### config.mk
export PLATFORM = sky130hd
export DESIGN_NAME = lorenz_euler_step_flat
export DESIGN_NICKNAME = d
export VERILOG_FILES = /design/src/hdl/lrz_pkg.sv /design/src/hdl/lrz_ifs.sv /design/src/hdl/lrz_isqrt.sv /design/src/hdl/lorenz_euler_step.sv /design/src/flat_wrapper.sv
export SDC_FILE = /design/constraint.sdc
export NUM_CORES = 2
export LEC_CHECK = 0
export BUFFER_PORTS_ARGS = -buffer_cell sky130_fd_sc_hd__buf_2
export CAP_MARGIN = 20
export CORE_MARGIN = 4
export CORE_UTILIZATION = 45
export DETAILED_ROUTE_END_ITERATION = 7
export GPL_TIMING_DRIVEN = 0
export HOLD_SLACK_MARGIN = 0.02
export PLACE_DENSITY = 0.63
export SLEW_MARGIN = 5
export SYNTH_ARGS = -nofsm -noshare
export SYNTH_HDL_FRONTEND = slang
export SYNTH_SLANG_ARGS = --single-unit
### constraint.sdc
create_clock -name clk -period 13.45 [get_ports clk]
set_clock_uncertainty 0.15 [all_clocks]
set_input_delay 1.345 -clock clk [delete_from_list [all_inputs] [get_ports clk]]
set_output_delay 1.345 -clock clk [all_outputs]
set_load 0.05 [all_outputs]
### src/hdl/lrz_pkg.sv
// Shared types and constants of the Lorenz Euler step block.
package lrz_pkg;

  localparam int Q_W       = 32;  // Q16.16 word
  localparam int RAD_W     = 31;  // radius, unsigned Q15.16
  localparam int CFG_IDX_W = 2;

  // Configuration register indexes
  localparam logic [CFG_IDX_W-1:0] REG_START_X = 2'd0;
  localparam logic [CFG_IDX_W-1:0] REG_START_Y = 2'd1;
  localparam logic [CFG_IDX_W-1:0] REG_START_Z = 2'd2;

  // Start x coordinate after reset (0.1 in Q16.16)
  localparam logic signed [Q_W-1:0] START_X_RST = 32'sd6554;

  typedef struct packed {
    logic signed [Q_W-1:0] step_size;
    logic signed [Q_W-1:0] sigma;
    logic signed [Q_W-1:0] rho;
    logic signed [Q_W-1:0] beta;
  } in_item_t;

  typedef struct packed {
    logic signed [Q_W-1:0] new_x;
    logic signed [Q_W-1:0] new_y;
    logic signed [Q_W-1:0] new_z;
    logic [RAD_W-1:0]      radius;
  } out_item_t;

endpackage

### src/hdl/lrz_ifs.sv
// Valid/ready channel interfaces for the input and result items.
interface lrz_in_if;
  logic               valid;
  logic               ready;
  lrz_pkg::in_item_t  data;

  modport source (output valid, output data, input ready);
  modport sink   (input valid, input data, output ready);
endinterface

interface lrz_out_if;
  logic               valid;
  logic               ready;
  lrz_pkg::out_item_t data;

  modport source (output valid, output data, input ready);
  modport sink   (input valid, input data, output ready);
endinterface

### src/hdl/lrz_isqrt.sv
// Bit-serial integer square root of a 64-bit value, two radicand bits per cycle.
module lrz_isqrt (
  input  logic        clk,
  input  logic        rst_n,
  input  logic        start,
  input  logic [63:0] value,
  output logic        done,
  output logic [31:0] root
);

  localparam int REM_W = 36;

  logic [63:0]      rad_r;
  logic [REM_W-1:0] rem_r;
  logic [31:0]      root_r;
  logic [4:0]       cnt_r;
  logic             busy_r;
  logic             done_r;

  logic [REM_W-1:0] rem_sh;
  logic [REM_W-1:0] trial;
  logic             fits;

  // Bring down the next two radicand bits and try the next root bit
  assign rem_sh = {rem_r[REM_W-3:0], rad_r[63:62]};
  assign trial  = {2'b00, root_r, 2'b01};
  assign fits   = (rem_sh >= trial);

  // Control: count 32 digit steps
  always_ff @(posedge clk) begin
    if (!rst_n) begin
      busy_r <= 1'b0;
      done_r <= 1'b0;
      cnt_r  <= '0;
    end else begin
      done_r <= 1'b0;
      if (start) begin
        busy_r <= 1'b1;
        cnt_r  <= 5'd31;
      end else if (busy_r) begin
        cnt_r <= cnt_r - 5'd1;
        if (cnt_r == 5'd0) begin
          busy_r <= 1'b0;
          done_r <= 1'b1;
        end
      end
    end
  end

  // Datapath: restoring square root
  always_ff @(posedge clk) begin
    if (start) begin
      rad_r  <= value;
      rem_r  <= '0;
      root_r <= '0;
    end else if (busy_r) begin
      rad_r <= {rad_r[61:0], 2'b00};
      if (fits) begin
        rem_r  <= rem_sh - trial;
        root_r <= {root_r[30:0], 1'b1};
      end else begin
        rem_r  <= rem_sh;
        root_r <= {root_r[30:0], 1'b0};
      end
    end
  end

  assign done = done_r;
  assign root = root_r;

endmodule

### src/hdl/lorenz_euler_step.sv
// Lorenz attractor, one forward Euler step per transfer, signed Q16.16.
// Each input transfer carries h, sigma, rho and beta; the block advances its
// stored point (x, y, z) by one Euler step and returns the new point and its
// distance from the origin. Products and sums saturate to 32 bits, the radius
// to 31 bits; products round toward minus infinity. An item runs through the
// single shared 33x33 multiplier and saturating adder under the step sequencer,
// then the two-bits-per-cycle square root (32 digit steps and its done cycle),
// and then the result register is loaded. The input takes no new item until the
// sequencer is back in idle, so items never overlap; a result register that is
// still full holds the sequencer in its last step until it drains.
// The input is not ready while an item is in progress; a finished result waits
// in the output register while the next item is taken. Writing start_x,
// start_y or start_z loads that coordinate of the point; write only while idle.
module lorenz_euler_step (
  input  logic                             clk,
  input  logic                             rst_n,
  lrz_in_if.sink                           in_ch,
  lrz_out_if.source                        out_ch,
  input  logic                             cfg_we,
  input  logic [lrz_pkg::CFG_IDX_W-1:0]    cfg_index,
  input  logic [lrz_pkg::Q_W-1:0]          cfg_wdata
);

  // Sequencer codes
  localparam logic [4:0] ST_IDLE = 5'd0;
  localparam logic [4:0] ST_S1   = 5'd1;
  localparam logic [4:0] ST_S2   = 5'd2;
  localparam logic [4:0] ST_S3   = 5'd3;
  localparam logic [4:0] ST_S4   = 5'd4;
  localparam logic [4:0] ST_S5   = 5'd5;
  localparam logic [4:0] ST_S6   = 5'd6;
  localparam logic [4:0] ST_S7   = 5'd7;
  localparam logic [4:0] ST_S8   = 5'd8;
  localparam logic [4:0] ST_S9   = 5'd9;
  localparam logic [4:0] ST_S10  = 5'd10;
  localparam logic [4:0] ST_SQ1  = 5'd11;
  localparam logic [4:0] ST_SQ2  = 5'd12;
  localparam logic [4:0] ST_SQ3  = 5'd13;
  localparam logic [4:0] ST_SQ4  = 5'd14;
  localparam logic [4:0] ST_ROOT = 5'd15;
  localparam logic [4:0] ST_DONE = 5'd16;

  localparam logic signed [65:0] PROD_HI = 66'sh7FFFFFFF;
  localparam logic signed [65:0] PROD_LO = -66'sh80000000;
  localparam logic signed [31:0] Q_HI    = 32'sh7FFFFFFF;
  localparam logic signed [31:0] Q_LO    = 32'sh80000000;

  logic [4:0] state_r, state_nxt;
  logic       out_valid_r;

  // Point and per-item operands
  logic signed [31:0] x_r, y_r, z_r;
  logic signed [31:0] h_r, a_r, b_r, c_r;
  logic signed [31:0] t_r, u_r, v_r, w_r, nx_r, ny_r;
  logic signed [65:0] prod_r;
  logic [63:0]        sum_r;
  lrz_pkg::out_item_t out_item_r;

  // Shared unit operands
  logic signed [32:0] mul_a, mul_b;
  logic signed [31:0] add_a, add_b;
  logic               add_sub;
  logic signed [32:0] add_raw;
  logic signed [31:0] add_res;
  logic signed [65:0] prod_sh;
  logic signed [31:0] q_res;
  logic [31:0]        sq_mag;
  logic signed [31:0] sq_src;

  logic        in_take;
  logic        out_free;
  logic        sqrt_done;
  logic [31:0] sqrt_root;
  logic [63:0] sum_fin;
  logic [30:0] radius_sat;

  assign in_take  = in_ch.valid && in_ch.ready;
  assign out_free = !out_valid_r || out_ch.ready;

  // Saturating add or subtract
  assign add_raw = add_sub ? ({add_a[31], add_a} - {add_b[31], add_b})
                           : ({add_a[31], add_a} + {add_b[31], add_b});
  always_comb begin
    if (add_raw[32] == add_raw[31]) begin
      add_res = add_raw[31:0];
    end else if (add_raw[32]) begin
      add_res = Q_LO;
    end else begin
      add_res = Q_HI;
    end
  end

  // Q16.16 product: floor shift, then saturate
  assign prod_sh = prod_r >>> 16;
  always_comb begin
    if (prod_sh > PROD_HI) begin
      q_res = Q_HI;
    end else if (prod_sh < PROD_LO) begin
      q_res = Q_LO;
    end else begin
      q_res = prod_sh[31:0];
    end
  end

  // Magnitude of the coordinate being squared
  always_comb begin
    unique case (state_r)
      ST_SQ2:  sq_src = y_r;
      ST_SQ3:  sq_src = z_r;
      default: sq_src = x_r;
    endcase
  end
  assign sq_mag = sq_src[31] ? (32'd0 - sq_src) : sq_src;

  // Operand selection per sequencer step
  always_comb begin
    mul_a   = '0;
    mul_b   = '0;
    add_a   = '0;
    add_b   = '0;
    add_sub = 1'b0;
    unique case (state_r) inside
      ST_S1: begin
        add_a = y_r; add_b = x_r; add_sub = 1'b1;
        mul_a = {h_r[31], h_r}; mul_b = {a_r[31], a_r};
      end
      ST_S2: begin
        add_a = b_r; add_b = z_r; add_sub = 1'b1;
        mul_a = {x_r[31], x_r}; mul_b = {y_r[31], y_r};
      end
      ST_S3: begin
        mul_a = {u_r[31], u_r}; mul_b = {t_r[31], t_r};
      end
      ST_S4: begin
        mul_a = {x_r[31], x_r}; mul_b = {v_r[31], v_r};
      end
      ST_S5: begin
        add_a = x_r; add_b = u_r;
        mul_a = {c_r[31], c_r}; mul_b = {z_r[31], z_r};
      end
      ST_S6: begin
        add_a = t_r; add_b = y_r; add_sub = 1'b1;
      end
      ST_S7: begin
        add_a = w_r; add_b = v_r; add_sub = 1'b1;
        mul_a = {h_r[31], h_r}; mul_b = {t_r[31], t_r};
      end
      ST_S8: begin
        mul_a = {h_r[31], h_r}; mul_b = {w_r[31], w_r};
      end
      ST_S9: begin
        add_a = y_r; add_b = t_r;
      end
      ST_S10: begin
        add_a = z_r; add_b = u_r;
      end
      ST_SQ1, ST_SQ2, ST_SQ3: begin
        mul_a = {1'b0, sq_mag}; mul_b = {1'b0, sq_mag};
      end
      default: begin
      end
    endcase
  end

  assign sum_fin = sum_r + prod_r[63:0];

  // Next step of the sequencer
  always_comb begin
    state_nxt = state_r;
    unique case (state_r)
      ST_IDLE: if (in_take) state_nxt = ST_S1;
      ST_S1:   state_nxt = ST_S2;
      ST_S2:   state_nxt = ST_S3;
      ST_S3:   state_nxt = ST_S4;
      ST_S4:   state_nxt = ST_S5;
      ST_S5:   state_nxt = ST_S6;
      ST_S6:   state_nxt = ST_S7;
      ST_S7:   state_nxt = ST_S8;
      ST_S8:   state_nxt = ST_S9;
      ST_S9:   state_nxt = ST_S10;
      ST_S10:  state_nxt = ST_SQ1;
      ST_SQ1:  state_nxt = ST_SQ2;
      ST_SQ2:  state_nxt = ST_SQ3;
      ST_SQ3:  state_nxt = ST_SQ4;
      ST_SQ4:  state_nxt = ST_ROOT;
      ST_ROOT: if (sqrt_done) state_nxt = ST_DONE;
      ST_DONE: if (out_free) state_nxt = ST_IDLE;
      default: state_nxt = ST_IDLE;
    endcase
  end

  // Control state, point and configuration loads
  always_ff @(posedge clk) begin
    if (!rst_n) begin
      state_r     <= ST_IDLE;
      out_valid_r <= 1'b0;
      x_r         <= lrz_pkg::START_X_RST;
      y_r         <= '0;
      z_r         <= '0;
    end else begin
      state_r <= state_nxt;
      if (state_r == ST_DONE && out_free) begin
        out_valid_r <= 1'b1;
      end else if (out_ch.ready) begin
        out_valid_r <= 1'b0;
      end
      if (state_r == ST_S10) begin
        x_r <= nx_r;
        y_r <= ny_r;
        z_r <= add_res;
      end
      if (cfg_we) begin
        unique case (cfg_index)
          lrz_pkg::REG_START_X: x_r <= cfg_wdata;
          lrz_pkg::REG_START_Y: y_r <= cfg_wdata;
          lrz_pkg::REG_START_Z: z_r <= cfg_wdata;
          default: begin
          end
        endcase
      end
    end
  end

  // Datapath registers: operand capture, write-back of the shared unit
  always_ff @(posedge clk) begin
    prod_r <= mul_a * mul_b;
    if (in_take) begin
      h_r <= in_ch.data.step_size;
      a_r <= in_ch.data.sigma;
      b_r <= in_ch.data.rho;
      c_r <= in_ch.data.beta;
    end
    case (state_r)
      ST_S1: t_r <= add_res;
      ST_S2: begin
        u_r <= q_res;
        v_r <= add_res;
      end
      ST_S3: w_r <= q_res;
      ST_S4: u_r <= q_res;
      ST_S5: begin
        t_r  <= q_res;
        nx_r <= add_res;
      end
      ST_S6: begin
        v_r <= q_res;
        t_r <= add_res;
      end
      ST_S7: w_r <= add_res;
      ST_S8: t_r <= q_res;
      ST_S9: begin
        u_r  <= q_res;
        ny_r <= add_res;
      end
      ST_SQ2: sum_r <= prod_r[63:0];
      ST_SQ3: sum_r <= sum_fin;
      default: begin
      end
    endcase
    if (state_r == ST_DONE && out_free) begin
      out_item_r.new_x  <= x_r;
      out_item_r.new_y  <= y_r;
      out_item_r.new_z  <= z_r;
      out_item_r.radius <= radius_sat;
    end
  end

  // Square root of the summed squares
  lrz_isqrt u_isqrt (
    .clk   (clk),
    .rst_n (rst_n),
    .start (state_r == ST_SQ4),
    .value (sum_fin),
    .done  (sqrt_done),
    .root  (sqrt_root)
  );

  assign radius_sat = sqrt_root[31] ? 31'h7FFFFFFF : sqrt_root[30:0];

  assign in_ch.ready  = (state_r == ST_IDLE);
  assign out_ch.valid = out_valid_r;
  assign out_ch.data  = out_item_r;

endmodule

### src/flat_wrapper.sv
// flat-port wrapper written by rule: the top's interface ports become plain ports
module lorenz_euler_step_flat 
  (clk, rst_n, cfg_we, cfg_index, cfg_wdata, in_ch_valid, in_ch_data, in_ch_ready, out_ch_valid, out_ch_data, out_ch_ready);
  lrz_in_if in_ch_i ();
  lrz_out_if out_ch_i ();
  input  logic clk;
  input  logic rst_n;
  input  logic cfg_we;
  input  logic [lrz_pkg::CFG_IDX_W-1:0] cfg_index;
  input  logic [lrz_pkg::Q_W-1:0] cfg_wdata;
  input wire logic [$bits(in_ch_i.valid)-1:0] in_ch_valid;
  input wire logic [$bits(in_ch_i.data)-1:0] in_ch_data;
  output wire logic [$bits(in_ch_i.ready)-1:0] in_ch_ready;
  output wire logic [$bits(out_ch_i.valid)-1:0] out_ch_valid;
  output wire logic [$bits(out_ch_i.data)-1:0] out_ch_data;
  input wire logic [$bits(out_ch_i.ready)-1:0] out_ch_ready;
  assign in_ch_i.valid = in_ch_valid;
  assign in_ch_i.data = in_ch_data;
  assign in_ch_ready = in_ch_i.ready;
  assign out_ch_valid = out_ch_i.valid;
  assign out_ch_data = out_ch_i.data;
  assign out_ch_i.ready = out_ch_ready;
  lorenz_euler_step u_core (.clk(clk), .rst_n(rst_n), .in_ch(in_ch_i), .out_ch(out_ch_i), .cfg_we(cfg_we), .cfg_index(cfg_index), .cfg_wdata(cfg_wdata));
endmodule
* Word level (Yosys, flattened, before mapping)
Index checks and enable logic that the tools add are counted.
** Word-level totals
- Bits in registers :: 816
- Bits in latches :: 0
- RAM bits :: 0
- Bits in read-only memories :: 0
- Bits of input ports :: 167
- Output and inout port bits :: 129
- Word-level logic and storage cells :: 127
- Memories kept :: 0
** Operators by class
- $add $sub $neg :: 6
- $mul :: 1
- Div/mod/pow operators :: 0
- Magnitude comparators :: 3
- Equal/unequal tests :: 22
- Shift-type cells :: 0
- Muxes and demuxes :: 41
- Bitwise logic cells :: 2
- Reduce and logical (&&, ||, !) cells :: 25
** Operators by type and width (count)
- 32-bit 2-to-1 mux :: 14
- 32-bit case mux with 6 select lines :: 2
- 32-bit case mux with 2 select lines :: 4
- 33-bit case mux with 7 select lines :: 1
- 33-bit case mux with 5 select lines :: 1
- 64-bit 2-to-1 mux :: 2
- 64-bit case mux with 2 select lines :: 1
- 5-bit case mux with 17 select lines :: 1
- 33-bit by 33-bit multiplier with 66-bit output :: 1
- 64-bit adder :: 1
- 50-bit by 32-bit greater-than comparator with 1-bit output (second input constant) :: 1
- 50-bit by 32-bit less-than comparator with 1-bit output (second input constant) :: 1
- 5-bit by 4-bit == test with 1-bit output (second input constant) :: 8
- 36-bit by 34-bit >= comparator with 1-bit output :: 1
- 34-bit 2-to-1 mux :: 1
- 34-bit subtractor :: 1
- 32-bit by 32-bit adder with 33-bit output :: 1
- 33-bit 2-to-1 mux :: 1
- 32-bit by 32-bit subtractor with 33-bit output :: 1
- 1-bit by 32-bit subtractor with 32-bit output (first input constant) :: 1
- 5-bit 2-to-1 mux :: 5
- 5-bit by 3-bit == test with 1-bit output (second input constant) :: 4
- 2-bit nonzero test :: 6
- 2-bit OR reduction :: 6
- 19 further kinds :: 34

* Depth between registers and ports, before layout
- Depth after elaboration :: 10
- Mapped depth :: 46
- Mapped depth without buffers :: 41

* Cells and area by module
Synthesis repeated with hierarchy kept, for this count alone.
** Unflattened totals
- Cells, all modules :: 8451
- Area, all modules :: 81300.5 sq um
** By module, submodules not included
- lorenz_euler_step :: times used 1, cells an instance 7660, area each 73471.7 sq um, sequential area each 18707.9 sq um
- lrz_isqrt :: times used 1, cells an instance 791, area each 7828.8 sq um, sequential area each 3383.2 sq um

* Least setup slack after synthesis
OpenSTA, ideal clock, no wires.
- Path type :: register to register
- From :: register u_core.state_r[3]
- To :: register u_core.prod_r[62]
- Library setup time :: 122 ps
- Data arrival time :: 10432 ps
- Data required time :: 13178 ps
- Path slack :: 2746 ps
- Stages on the path, launching flop included :: 44
- Path buffers :: 5
- Period minus slack after synthesis :: 10704 ps
- Cells stage by stage :: dfxtp_1 buf_4 nor2b_1 and2_1 buf_2 buf_4 buf_2 a222oi_1 ha_1 nand3_1 nor3_1 a21oi_1 xor2_1 nor2_1 a211oi_2 clkbuf_1 nor2_1 fa_1 (+8 left out) fa_1 fa_1 inv_1 fa_1 inv_1 ha_1 a21o_1 a21o_1 a21o_1 a21oi_1 o21ai_0 a211oi_1 o2111a_1 o21ai_0 a31oi_1 o211a_1 nor3_1 a311o_1
** Between the ends
- Cells in the longest elaborated chain, start to end :: 6
- Elaborated cells between the ends (all ways) :: 20
- Classes of those cells :: add/sub (1); mul (1); eq/ne (10); mux (4); reduce/logical (4)
** Ends and longest elaborated chain
- from (decl) :: RTL line lorenz_euler_step.sv:48 : logic [4:0] state_r, state_nxt;
- from (signal assigned) :: RTL line lorenz_euler_step.sv:201 : state_r <= state_nxt;
- 5-bit by 4-bit == test with 1-bit output :: RTL line lorenz_euler_step.sv:107 : unique case (state_r)
- 32-bit case mux with 2 select lines :: RTL line lorenz_euler_step.sv:107
- 1-bit by 32-bit subtractor with 32-bit output :: RTL line lorenz_euler_step.sv:113 : assign sq_mag = sq_src[31] ? (32'd0 - sq_src) : sq_src;
- 32-bit 2-to-1 mux :: RTL line lorenz_euler_step.sv:113
- 33-bit case mux with 7 select lines / 33-bit case mux with 5 select lines (equally long branches) :: RTL line lorenz_euler_step.sv:122 : unique case (state_r) inside
- 33-bit by 33-bit multiplier with 66-bit output * :: RTL line lorenz_euler_step.sv:226 : prod_r <= mul_a * mul_b;
- to (signal assigned) :: RTL line lorenz_euler_step.sv:226
- to (decl) :: RTL line lorenz_euler_step.sv:55 : logic signed [65:0] prod_r;
Every way passes the cells marked *; elsewhere a longest branch is shown, timed or not.
A chain may end at the register's enable or synchronous reset.

* Final worst setup path
- From :: register u_core.state_r[1]
- To :: register u_core.prod_r[63]
The elaborated chain is that of the path after synthesis.

==> impl_metrics.csv <==
group,metric,value,unit
synthesis,synth_fp_nets,9984,
critical_path,cp_slowest_stage_delay,0.81,ns
critical_path,cp_common_cell,"fa_1",
grt,use_met2,57.91,%
clock_tree,clock_path_buffers,3,
timing,finalCritPeriodShare,99.66,%
floorplan,initial_core_util,45.26,%
floorplan,fp.dieH,429.1,um
timing,fmax,74.60,MHz
synthesis,yosysSeqAreaShare,27.69,%
timing,setup_viol,0,
floorplan,rows,154,
routing,ant_nets,0,
routing,viasPerCell,6.103,
routing,drtPass1Iterations,8,
pwr,power.leakage,40.38,nW
grt,antenna_found_initial,35,
pwr,ir_worst_vdd,0.2695,mV
placement,io_buffers,294,
grt,grt_pass1_vias,68387,
clock_tree,clock-sinks,816,
timing,tightestPinTransition,1.201,ns
routing,routed_wirelength,378600,um
routing,first_iter_violations,9255,
clock_tree,ctsHoldBuffers,0,
grt,met1_usage,54.02,%
worst_hold_path,worstHoldPathType,"flip-flop to flip-flop",
routing,drc,44,
placement,post-dp-hpwl,313500,um
synthesis,async_flop_share,0,%
critical_path,crit_type,"flip-flop to flip-flop",
timing,slew_headroom,19.90,%
layout,area_growth,12.91,%
synthesis,ys_types,93,
placement,place.gp.congestion,1.054,
grt,busiest_layer,"met2",
pwr,power.density,172.9,nW/um2
grt,grt.overflow.total,0,
critical_path,path_buf_inv,11,
synthesis,syn_inst,8320,
critical_path,arrival,13.83,ns
floorplan,io_pins,296,
floorplan,die_area,184100,um2
grt,grt_util_met3,13.58,%
clock_tree,cts-buffers-inserted,94,
critical_path,critPathLaunchType,"flip-flop",
clock_tree,clk_latency,0.79,ns
layout,ff_latch_area,22090,um2
pwr,power,15.58,mW
layout,layout-drive-gt1-share,10.83,%
synthesis,syn_area_per_cell,9.591,um2
synthesis,synthesis.area,79790,um2
clock_tree,htreeDepth,3,
timing,slew_violations,0,
synthesis,yosys_most_used_dff,"edfxtp_1",
clock_tree,root_buffer,"clkbuf_16",
timing,fin_setup_tns,0,ns
layout,multi_input_area,51760,um2
synthesis,yosysWarnings,0,
outcome,outcome,"finished, violations left",
clock_tree,path_clk_slew,0.06,ns
critical_path,crit_required,13.88,ns
layout,fin_util,51.10,%
clock_tree,cts_tree,"done",
critical_path,crit_family,"adder cells",
grt,grt_max_degree,54,
critical_path,cp-end-kind,"flip-flop",
outcome,violations,"DRC",
floorplan,coreArea,176300,um2
routing,dr_total_vias,68834,
routing,wire_per_inst,33.57,um
synthesis,synth-edff-count,575,
layout,nFillCells,16581,
timing,hold_viol,0,
timing,period_minus_slack,13.40,ns
layout,final_cell_mix,"inv_1, nand2_1, fa_1, nor2_1, edfxtp_1",
layout,nets,10502,
critical_path,crit_fanout,10,
critical_path,slowest_stage,"fa_2",
floorplan,die_w,429.1,um
layout,layout_commonest_cell,"inv_1",
grt,grt_usage,40.69,%
synthesis,ys_ff_latch,816,
grt,grt_first_pass_wirelength,525300,um
flow_run,cap_violations,0,
==> repair_timing <==
| item | CTS | global route |
|---|---|---|
| pin swaps | 14 | 31 |
| buffers inserted | 21 | 45 |
| resized for setup | 153 | 160 |
| setup endpoints to repair | 29 | 15 |
==> state kept, by name, summed over array words and instances (netlist names), 34 cells and up <==
register	count
u_core.u_isqrt.rad_r	64
u_core.prod_r	66
u_core.out_ch.data	127
u_core.u_isqrt.rem_r	34
u_core.sum_r	64
==> where the power goes <==
group | internal, mW | total [mW] | switching, mW
combinational | 3.09 | 9.18 | 6.09
sequential | 3.17 | 3.65 | 0.488
clock | 1.54 | 2.75 | 1.21
total | 7.80 | 15.6 | 7.79
==> tightest hold or removal path, cell delays in order, from the launching register on <==
cell     delay (ns)
dfxtp_1        0.32
nand2_1        0.05
o21ai_0        0.06
==> metrics by stage <==
stage | worst slack (ns) | hold slack [ns] | cell area, um2 | cells
after global routing | -0.03295 | 0.3693 | 90060 | 11262
after CTS | 0.003282 | 0.3473 | 89340 | 11216
after detailed placement | -2.383 | 0.3309 | 85470 | 11023
after global placement | -3.501 | 0.3230 | 84190 | 10954
after floorplan | 2.746 | 0.3030 | 79790 | 8320
final | 0.04538 | 0.3363 | 90100 | 11278
==> Yosys cell counts, types with 124 or more instances <==
library cell | number | area (um2)
inv_1 | 1286 | 4827
nand2_1 | 1207 | 4531
fa_1 | 1147 | 22960
nor2_1 | 831 | 3119
edfxtp_1 | 575 | 17270
clkbuf_1 | 350 | 1314
ha_1 | 350 | 4379
a21oi_1 | 321 | 1607
dfxtp_1 | 241 | 4825
o21ai_0 | 221 | 1106
a22oi_1 | 167 | 1254
a21o_1 | 151 | 1134
xnor2_1 | 146 | 1279
nand3_1 | 124 | 620.6
==> routing by layer <==
layer | up-vias | share of wire [%]
met2 | 4337 | 41
met1 | 35061 | 39
li1 | 28380 | -
met4 | 20 | 7.4
met3 | 1036 | 12
met5 | - | 0.039
==> cell type report <==
class                   instances  area share [%]
multi-input cells            5773           57.45
flip-flops and latches        816           24.52
inverters                    1288           5.373
repair buffers                435           3.512
well taps                    2340           3.250
clock buffers                 131           3.030
plain buffers                 430           2.232
clock inverters                47          0.5833
diodes                         18         0.04999
==> cell families after synthesis <==
kind of cell             count (synthesis)  share of synthesized area (%)
buffers and inverters                 1731                          8.340
AND/OR/NAND/NOR                       2527                          13.37
XOR/XNOR                               255                          2.808
AO/OA/AOI/OAI                         1379                          12.07
flip-flops                             816                          27.69
adder cells (fa/ha/maj)               1505                          34.37
multiplexers                           107                          1.369
==> path summary, 6_finish.rpt <==
check	start	endpoint	slack, ns	cells after the start
setup / recovery	u_core.state_r[1]$_SDFFE_PN0P_	u_core.prod_r[63]$_DFF_P_	0.05	35
hold / removal	u_core.u_isqrt.rem_r[5]$_SDFFE_PP0P_	u_core.u_isqrt.rem_r[5]$_SDFFE_PP0P_	0.34	2
setup reg to reg	u_core.state_r[1]$_SDFFE_PN0P_	u_core.prod_r[63]$_DFF_P_	0.05	35
hold reg to reg	u_core.u_isqrt.rem_r[5]$_SDFFE_PP0P_	u_core.u_isqrt.rem_r[5]$_SDFFE_PP0P_	0.34	2
Power figures use the tool's default switching activity.
